$ cat config.mk
export PLATFORM = sky130hd
export DESIGN_NAME = track_direction_and_length_top
export DESIGN_NICKNAME = d
export VERILOG_FILES = /design/src/tdl_pkg.sv /design/src/tdl_datapath.sv /design/src/tdl_ctrl.sv /design/src/track_direction_and_length_top.sv
export SDC_FILE = /design/constraint.sdc
export NUM_CORES = 2
export LEC_CHECK = 0
export BUFFER_PORTS_ARGS = -buffer_cell sky130_fd_sc_hd__buf_4
export CORE_MARGIN = 5
export CORE_UTILIZATION = 61
export DETAILED_ROUTE_END_ITERATION = 12
export PLACE_DENSITY = 0.8
export SLEW_MARGIN = 20
export SYNTH_ARGS = -nofsm -noshare
export SYNTH_HDL_FRONTEND = slang
export SYNTH_HIERARCHICAL = 1
export SYNTH_SLANG_ARGS = --single-unit
$ cat constraint.sdc
create_clock -name clk -period 19.4 [get_ports clk]
set_clock_uncertainty 0.15 [all_clocks]
set_input_delay 0.97 -clock clk [delete_from_list [all_inputs] [get_ports clk]]
set_output_delay 0.97 -clock clk [all_outputs]
set_load 0.01 [all_outputs]
$ cat src/tdl_pkg.sv
`timescale 1ns / 1ps
`default_nettype none
// ----------------------------------------------------------------------------
// tdl_pkg
// Types, codes and constants shared by the track direction and length block.
// ----------------------------------------------------------------------------
package tdl_pkg;

	localparam logic signed [15:0] MIN_START_RST = 16'sd8000;
	localparam logic signed [15:0] MAX_START_RST = -16'sd8000;

	typedef enum logic [1:0] {
		CMD_COMBINED = 2'd0,
		CMD_XZ       = 2'd1,
		CMD_YZ       = 2'd2,
		CMD_END      = 2'd3
	} cmd_t;

	typedef enum logic {
		REG_MIN_START = 1'b0,
		REG_MAX_START = 1'b1
	} reg_idx_t;

	typedef struct packed {
		logic [1:0]         cmd;
		logic signed [15:0] coord;
		logic signed [15:0] depth_raw;
		logic [23:0]        energy;
	} in_item_t;

	typedef struct packed {
		logic [15:0]        direction;
		logic               upward;
		logic               degenerate;
		logic signed [15:0] begin_x;
		logic signed [15:0] begin_y;
		logic signed [15:0] end_x;
		logic signed [15:0] end_y;
		logic [17:0]        track_length;
	} out_item_t;

	typedef enum logic [2:0] {
		ST_IDLE,
		ST_PREP,
		ST_SQ,
		ST_LOAD,
		ST_ITER,
		ST_OUT
	} state_t;

	// Controller to datapath.
	typedef struct packed {
		logic hit;
		logic prep;
		logic sq;
		logic start_iter;
		logic iter;
		logic finish;
	} dp_cmd_t;

	// Datapath to controller.
	typedef struct packed {
		logic iter_done;
	} dp_stat_t;

endpackage
`default_nettype wire

$ cat src/tdl_datapath.sv
`timescale 1ns / 1ps
`default_nettype none
// ----------------------------------------------------------------------------
// tdl_datapath
// Event accumulators, end-of-event divider and integer square root unit.
// ----------------------------------------------------------------------------
module tdl_datapath (
	input  wire                 clk,
	input  wire                 arst_n,
	input  tdl_pkg::in_item_t   item,
	input  tdl_pkg::dp_cmd_t    dcmd,
	input  wire                 cfg_we,
	input  wire                 cfg_index,
	input  wire [15:0]          cfg_data,
	output tdl_pkg::dp_stat_t   stat,
	output tdl_pkg::out_item_t  result
);
	import tdl_pkg::*;

	logic signed [15:0] min_start_q, max_start_q;
	logic               seen_q;
	logic signed [15:0] span_max_q, span_min_q, peak_depth_q;
	logic [23:0]        peak_energy_q;
	logic signed [15:0] xz_min_q, xz_max_q, yz_min_q, yz_max_q;
	logic signed [15:0] x_min_q, x_max_q, y_min_q, y_max_q;

	logic signed [15:0] depth;
	assign depth = (item.depth_raw == -16'sd32768) ? 16'sd32767 : -item.depth_raw;

	// End-of-event working registers.
	logic               degen_q, up_q;
	logic [16:0]        num_q, den_q;
	logic signed [15:0] bx_q, by_q, ex_q, ey_q;
	logic [16:0]        dx_q, dy_q, dz_q;
	logic [35:0]        sum_q;
	logic [4:0]         cnt_q;
	// Restoring divider.
	logic [17:0]        rem_q;
	logic [15:0]        quo_q;
	// Square root, one result bit per iteration.
	logic [35:0]        rad_q;
	logic [19:0]        sroot_q;
	logic [19:0]        srem_q;

	logic signed [16:0] num_w, den_w, dxw, dyw, dzw;
	logic signed [15:0] bx_w, by_w, ex_w, ey_w, zhi, zlo;
	logic               up_w;
	logic [17:0]        rem_sh;
	logic [19:0]        srem_sh, trial;

	always_comb begin
		den_w = 17'(span_max_q) - 17'(span_min_q);
		num_w = 17'(peak_depth_q) - 17'(span_min_q);
		up_w  = ($signed({num_w, 1'b0}) >= $signed({den_w[16], den_w}));
		bx_w  = up_w ? x_min_q : x_max_q;
		by_w  = up_w ? y_min_q : y_max_q;
		ex_w  = up_w ? x_max_q : x_min_q;
		ey_w  = up_w ? y_max_q : y_min_q;
		zhi   = (xz_max_q > yz_max_q) ? xz_max_q : yz_max_q;
		zlo   = (xz_min_q < yz_min_q) ? xz_min_q : yz_min_q;
		dxw   = 17'(bx_w) - 17'(ex_w);
		dyw   = 17'(by_w) - 17'(ey_w);
		dzw   = 17'(zhi) - 17'(zlo);
		rem_sh  = {rem_q[16:0], 1'b0};
		srem_sh = {srem_q[17:0], rad_q[35:34]};
		trial   = {sroot_q[17:0], 2'b01};
	end

	always_ff @(posedge clk or negedge arst_n) begin
		if (!arst_n) begin
			min_start_q <= MIN_START_RST;
			max_start_q <= MAX_START_RST;
			seen_q <= 1'b0;
			span_max_q <= '0; span_min_q <= '0; peak_depth_q <= '0; peak_energy_q <= '0;
			xz_min_q <= MIN_START_RST; yz_min_q <= MIN_START_RST;
			xz_max_q <= MAX_START_RST; yz_max_q <= MAX_START_RST;
			x_min_q <= '0; x_max_q <= '0; y_min_q <= '0; y_max_q <= '0;
			cnt_q <= '0;
		end else begin
			if (cfg_we) begin
				if (cfg_index == REG_MIN_START) begin
					min_start_q <= cfg_data; xz_min_q <= cfg_data; yz_min_q <= cfg_data;
				end else begin
					max_start_q <= cfg_data; xz_max_q <= cfg_data; yz_max_q <= cfg_data;
				end
			end
			if (dcmd.hit) begin
				case (cmd_t'(item.cmd))
					CMD_COMBINED: begin
						seen_q <= 1'b1;
						if (!seen_q || depth > span_max_q) span_max_q <= depth;
						if (!seen_q || depth < span_min_q) span_min_q <= depth;
						if (item.energy > peak_energy_q) begin
							peak_energy_q <= item.energy; peak_depth_q <= depth;
						end
					end
					CMD_XZ: begin
						if (depth > xz_max_q) begin xz_max_q <= depth; x_max_q <= item.coord; end
						if (depth < xz_min_q) begin xz_min_q <= depth; x_min_q <= item.coord; end
					end
					CMD_YZ: begin
						if (depth > yz_max_q) begin yz_max_q <= depth; y_max_q <= item.coord; end
						if (depth < yz_min_q) begin yz_min_q <= depth; y_min_q <= item.coord; end
					end
					default: ;
				endcase
			end
			if (dcmd.start_iter) cnt_q <= 5'd18;
			else if (dcmd.iter && cnt_q != '0) cnt_q <= cnt_q - 5'd1;
			if (dcmd.finish) begin
				seen_q <= 1'b0;
				span_max_q <= '0; span_min_q <= '0; peak_depth_q <= '0; peak_energy_q <= '0;
				xz_min_q <= min_start_q; yz_min_q <= min_start_q;
				xz_max_q <= max_start_q; yz_max_q <= max_start_q;
				x_min_q <= '0; x_max_q <= '0; y_min_q <= '0; y_max_q <= '0;
			end
		end
	end

	// Payload registers of the end-of-event computation.
	always_ff @(posedge clk) begin
		if (dcmd.prep) begin
			degen_q <= (den_w <= 0);
			up_q <= up_w;
			num_q <= num_w; den_q <= den_w;
			bx_q <= bx_w; by_q <= by_w; ex_q <= ex_w; ey_q <= ey_w;
			dx_q <= dxw[16] ? 17'(-dxw) : dxw;
			dy_q <= dyw[16] ? 17'(-dyw) : dyw;
			// The sentinels can leave the depth extent negative.
			dz_q <= dzw[16] ? 17'(-dzw) : dzw;
		end
		if (dcmd.sq) begin
			sum_q <= 36'(34'(dx_q) * 34'(dx_q)) + 36'(34'(dy_q) * 34'(dy_q))
				+ 36'(34'(dz_q) * 34'(dz_q));
		end
		if (dcmd.start_iter) begin
			rem_q <= {1'b0, num_q}; quo_q <= '0;
			rad_q <= sum_q; sroot_q <= '0; srem_q <= '0;
		end else if (dcmd.iter) begin
			// Divider: 16 quotient bits in the last 16 of 18 iterations; the first two leave it unchanged.
			if (cnt_q <= 5'd16) begin
				if (rem_sh >= {1'b0, den_q}) begin
					rem_q <= rem_sh - {1'b0, den_q}; quo_q <= {quo_q[14:0], 1'b1};
				end else begin
					rem_q <= rem_sh; quo_q <= {quo_q[14:0], 1'b0};
				end
			end
			rad_q <= {rad_q[33:0], 2'b00};
			if (srem_sh >= trial) begin
				srem_q <= srem_sh - trial; sroot_q <= {sroot_q[18:0], 1'b1};
			end else begin
				srem_q <= srem_sh; sroot_q <= {sroot_q[18:0], 1'b0};
			end
		end
	end

	assign stat.iter_done = (cnt_q == 5'd1);

	always_comb begin
		result = '0;
		result.degenerate = degen_q;
		if (!degen_q) begin
			if (num_q[16] || num_q == '0) result.direction = '0;
			else if (num_q >= den_q) result.direction = 16'hFFFF;
			else result.direction = quo_q;
			result.upward = up_q;
			result.begin_x = bx_q; result.begin_y = by_q;
			result.end_x = ex_q; result.end_y = ey_q;
			result.track_length = sroot_q[17:0];
		end
	end
endmodule
`default_nettype wire

$ cat src/tdl_ctrl.sv
`timescale 1ns / 1ps
`default_nettype none
// ----------------------------------------------------------------------------
// tdl_ctrl
// Sequencer for hit accumulation and the end-of-event computation.
// ----------------------------------------------------------------------------
module tdl_ctrl (
	input  wire                clk,
	input  wire                arst_n,
	input  wire                in_valid,
	input  wire [1:0]          in_cmd,
	input  wire                out_stall,
	input  tdl_pkg::dp_stat_t  stat,
	output logic               in_stall,
	output logic               out_valid,
	output tdl_pkg::dp_cmd_t   dcmd
);
	import tdl_pkg::*;

	state_t state_q, state_d;
	logic   acc;

	always_ff @(posedge clk or negedge arst_n) begin
		if (!arst_n) state_q <= ST_IDLE;
		else state_q <= state_d;
	end

	always_comb begin
		state_d = state_q;
		dcmd = '0;
		in_stall = 1'b1;
		out_valid = 1'b0;
		acc = 1'b0;
		case (state_q)
			ST_IDLE: begin
				in_stall = 1'b0;
				acc = in_valid;
				if (acc) begin
					if (in_cmd == CMD_END) state_d = ST_PREP;
					else dcmd.hit = 1'b1;
				end
			end
			ST_PREP: begin dcmd.prep = 1'b1; state_d = ST_SQ; end
			ST_SQ: begin dcmd.sq = 1'b1; state_d = ST_LOAD; end
			ST_LOAD: begin dcmd.start_iter = 1'b1; state_d = ST_ITER; end
			ST_ITER: begin
				dcmd.iter = 1'b1;
				if (stat.iter_done) begin dcmd.finish = 1'b1; state_d = ST_OUT; end
			end
			ST_OUT: begin
				out_valid = 1'b1;
				if (!out_stall) state_d = ST_IDLE;
			end
			default: state_d = ST_IDLE;
		endcase
	end
endmodule
`default_nettype wire

$ cat src/track_direction_and_length_top.sv
`timescale 1ns / 1ps
`default_nettype none
// Hit transactions are accepted back to back.
// An end-of-event result follows its accepted transaction through setup, squaring,
// load, then 18 square-root steps, the last 16 of which also give quotient bits.
// The result holds until taken; input is accepted again in the cycle after.
// Reset restores min_start 8000, max_start -8000 and clears the event state.
// ----------------------------------------------------------------------------
// track_direction_and_length_top
// Estimates track direction ratio, endpoints and length from one event's hits.
// ----------------------------------------------------------------------------
module track_direction_and_length_top (
	input  wire                 clk,
	input  wire                 arst_n,
	input  wire                 in_valid,
	output logic                in_stall,
	input  tdl_pkg::in_item_t   in_data,
	output logic                out_valid,
	input  wire                 out_stall,
	output tdl_pkg::out_item_t  out_data,
	input  wire                 cfg_we,
	input  wire                 cfg_index,
	input  wire [15:0]          cfg_data
);
	import tdl_pkg::*;

	dp_cmd_t  dcmd;
	dp_stat_t stat;

	tdl_ctrl u_ctrl (
		.clk(clk), .arst_n(arst_n), .in_valid(in_valid), .in_cmd(in_data.cmd),
		.out_stall(out_stall), .stat(stat), .in_stall(in_stall),
		.out_valid(out_valid), .dcmd(dcmd)
	);

	tdl_datapath u_dp (
		.clk(clk), .arst_n(arst_n), .item(in_data), .dcmd(dcmd),
		.cfg_we(cfg_we), .cfg_index(cfg_index), .cfg_data(cfg_data),
		.stat(stat), .result(out_data)
	);
endmodule
`default_nettype wire

==> results.sh <==
export IMPL_status="finished clean"
export IMPL_worstPathArrival_ns=10.26
export IMPL_ant_nets=0
export IMPL_end_kind="register"
export IMPL_clk_latency_ns=0.69
export IMPL_port_buffers=181
export IMPL_slowest_delay_ns=0.63
export IMPL_busiest_layer="met2"
export IMPL_grt_pass1_wl_mm=236
export IMPL_setup_violations_final=0
export IMPL_rsz0062_at_grt="false"
export IMPL_track_usage=0.284
export IMPL_cts_sinks=533
export IMPL_post_cts_setup_buffer_count=0
export IMPL_final_layout_size_suffix_gt1_frac=0.0801
export IMPL_register_area_sq_um=14300
export IMPL_io_pins=182
export IMPL_grt_use_met1=0.354
export IMPL_final_area_sq_um=64000
export IMPL_core_rowCount=114
export IMPL_fin_crit_ns=9.97
export IMPL_clk_pin_slew_ns=0.06
export IMPL_clock_path_buffers=3
export IMPL_drt_wirelength_per_cell_um=19.0
export IMPL_multiInputGateArea_sq_um=39400
export IMPL_tritoncts="built"
export IMPL_final_core_util=0.663
export IMPL_htree_levels=2
export IMPL_use_met3=0.0416
export IMPL_start_kind="register"
export IMPL_grt_max_degree=221
export IMPL_overflow=0
export IMPL_final_common_cell="inv_1"
export IMPL_post_dp_hpwl_mm=117
export IMPL_critPathSlowestCell="nor3_1"
export IMPL_wl_mm=146
export IMPL_cts_hold_buf=0
export IMPL_synth_distinct_cells=104
export IMPL_tightest_slew_ns=1.23
export IMPL_maxSlewViolCount=0
export IMPL_die_x_um=322
export IMPL_ys_seq_elements=533
export IMPL_cts_buffers=61
export IMPL_layout_nets=7719
export IMPL_initial_utilization=0.614
export IMPL_syn_nets=7648
export IMPL_drtPass1Iterations=9
export IMPL_synth_edf_count=240
export IMPL_gp_congestion=0.959
export IMPL_finalHoldViolCount=0
export IMPL_met2_usage=0.484
export IMPL_path_max_fanout=57
export IMPL_fp_dieH_um=322
export IMPL_cts_resized=0
export IMPL_ys_seq_area_frac=0.242
export IMPL_relSlewSlack=0.182
export IMPL_final_cell_mix="1,291 x inv_1, 709 x fa_1, 633 x nand2_1, 576 x ha_1, 366 x nor2_1"
export IMPL_syn_to_final_growth_pct=8.03
export IMPL_worstPathRequired_ns=19.69
export IMPL_drtIter0Drc=2872
export IMPL_synth_cells=6283
export IMPL_fillCellCount=7497
export IMPL_crit_type="reg2reg"
export IMPL_hold_path_class="in2async"
export IMPL_dpl_cell_area_sq_um=61800
export IMPL_crit_top_cell="a21oi_1"
export IMPL_final_setup_tns_ns=0
export IMPL_clock_fmax_ghz=0.100
export IMPL_fin_crit_sh=0.514
export IMPL_cap_violations=0
export IMPL_dr_total_vias=43600
export IMPL_core_area_sq_um=96600
export IMPL_syn_area_per_cell_sq_um=9.43
export IMPL_synth_warnings=6
export IMPL_synth_area_sq_um=59200
export IMPL_synth_flop_cell="edfxtp_1"
export IMPL_die_area_sq_um=103000
export IMPL_hold_slack_ns=0.168
export IMPL_async_flop_share=0.452
export IMPL_grt_pass1_vias=45600
export IMPL_cts_root_buf="clkbuf_16"
export IMPL_drc=0
export IMPL_antenna_found_initial=0
export IMPL_drt_vias_per_instance=5.67
-- cell families after synthesis --
| group | Yosys count | synth area share |
|---|---|---|
| AND/OR/NAND/NOR | 1666 | 0.135 |
| buffers and inverters | 1500 | 0.0957 |
| adder cells (fa/ha/maj) | 1305 | 0.365 |
| AO/OA/AOI/OAI | 824 | 0.0882 |
| flip-flops | 533 | 0.242 |
| multiplexers | 258 | 0.0456 |
| XOR/XNOR | 197 | 0.0293 |
-- worst paths after layout --
kind | start | end | slack, ns | depth (start not counted)
worst max-delay path | u_dp/span_max_q[0] | u_dp/dx_q[5] | 9.43 | 37
worst min-delay path | arst_n | u_dp/y_min_q[5] | 0.17 | 1
worst max register to register | u_dp/span_max_q[0] | u_dp/dx_q[5] | 9.43 | 37
worst min register to register | u_dp/min_start_q[11] | u_dp/min_start_q[11] | 0.31 | 2
max in group asynchronous | arst_n | u_dp/min_start_q[3] | 17.32 | 2
min in group clk | u_dp/min_start_q[11] | u_dp/min_start_q[11] | 0.31 | 2
-- critical path: cells and delay by family (launching register included) --
| family | cells | cell delay (ns) |
|---|---|---|
| flip-flops | 1 | 0.40 |
| buffers and inverters | 4 | 1.07 |
| XOR/XNOR | 1 | 0.37 |
| adder cells (fa/ha/maj) | 4 | 1.36 |
| AND/OR/NAND/NOR | 8 | 1.83 |
| AO/OA/AOI/OAI | 20 | 4.48 |
-- registers in the layout, summed over array words and instances (netlist names), 17 cells and up --
name / count
u_dp/dx_q: 17
u_dp/srem_q: 18
u_dp/den_q: 17
u_dp/rad_q: 36
u_dp/dy_q: 17
u_dp/rem_q: 17
u_dp/sum_q: 36
u_dp/num_q: 17
u_dp/peak_energy_q: 24
u_dp/dz_q: 17
u_dp/sroot_q: 18
-- synth_stat cells, types with 9 or more instances --
| master | number | area share |
|---|---|---|
| a211oi_1 | 32 | 0.0041 |
| o31ai_1 | 23 | 0.0029 |
| o21a_1 | 47 | 0.0060 |
| mux2i_1 | 161 | 0.027 |
| clkbuf_1 | 177 | 0.011 |
| dfstp_2 | 33 | 0.015 |
| dfrtp_1 | 208 | 0.088 |
| inv_1 | 1291 | 0.082 |
| and2_1 | 200 | 0.021 |
| mux2_2 | 97 | 0.018 |
| nand3_1 | 37 | 0.0031 |
| edfxtp_1 | 240 | 0.12 |
| or3_1 | 18 | 0.0019 |
| fa_1 | 709 | 0.24 |
| nor4_1 | 12 | 0.0013 |
| a21oi_1 | 231 | 0.020 |
| maj3_1 | 20 | 0.0034 |
| a21o_1 | 88 | 0.011 |
| o21ai_0 | 203 | 0.017 |
| o311ai_0 | 20 | 0.0030 |
| nor2_1 | 367 | 0.023 |
| dfxtp_1 | 52 | 0.018 |
| nor3_1 | 45 | 0.0038 |
| o21bai_1 | 13 | 0.0016 |
| nand2b_1 | 65 | 0.0069 |
| or2_2 | 9 | 0.00095 |
| nand2_1 | 633 | 0.040 |
| a21boi_0 | 32 | 0.0041 |
| a31oi_1 | 25 | 0.0026 |
| xnor2_1 | 124 | 0.018 |
| nor2b_1 | 137 | 0.014 |
| xor2_1 | 72 | 0.011 |
| o21ai_1 | 11 | 0.00093 |
| buf_2 | 11 | 0.00093 |
| and3_1 | 50 | 0.0053 |
| ha_1 | 576 | 0.12 |
| nand4_1 | 40 | 0.0042 |
| o211ai_1 | 11 | 0.0014 |
| buf_1 | 14 | 0.00089 |
-- area by class of cell --
cell class / count / area share
inverters: 1294 / 0.0759
flip-flops and latches: 533 / 0.224
multi-input cells: 4250 / 0.615
diodes: 1 / 0.0000391
repair buffers: 214 / 0.0256
clock buffers: 84 / 0.0276
clock inverters: 32 / 0.00708
well taps: 1276 / 0.0249
-- per-layer routing --
layer  wire [um]  vias up
li1            -    20200
met1       56800    21500
met2       71500     1440
met3        8510      407
met4        9080        0
met5           0        -
-- per-stage QoR --
step                      setup slack [ns]  std cells
after floorplan                      10.91       6283
after global placement                9.75       7567
after detailed placement              9.60       7567
after CTS                             9.53       7683
after global routing                  8.79       7683
final                                 9.43       7684
Power is not shown: default switching activity piles up to over one toggle a cycle in this logic, so the estimate is an artifact.
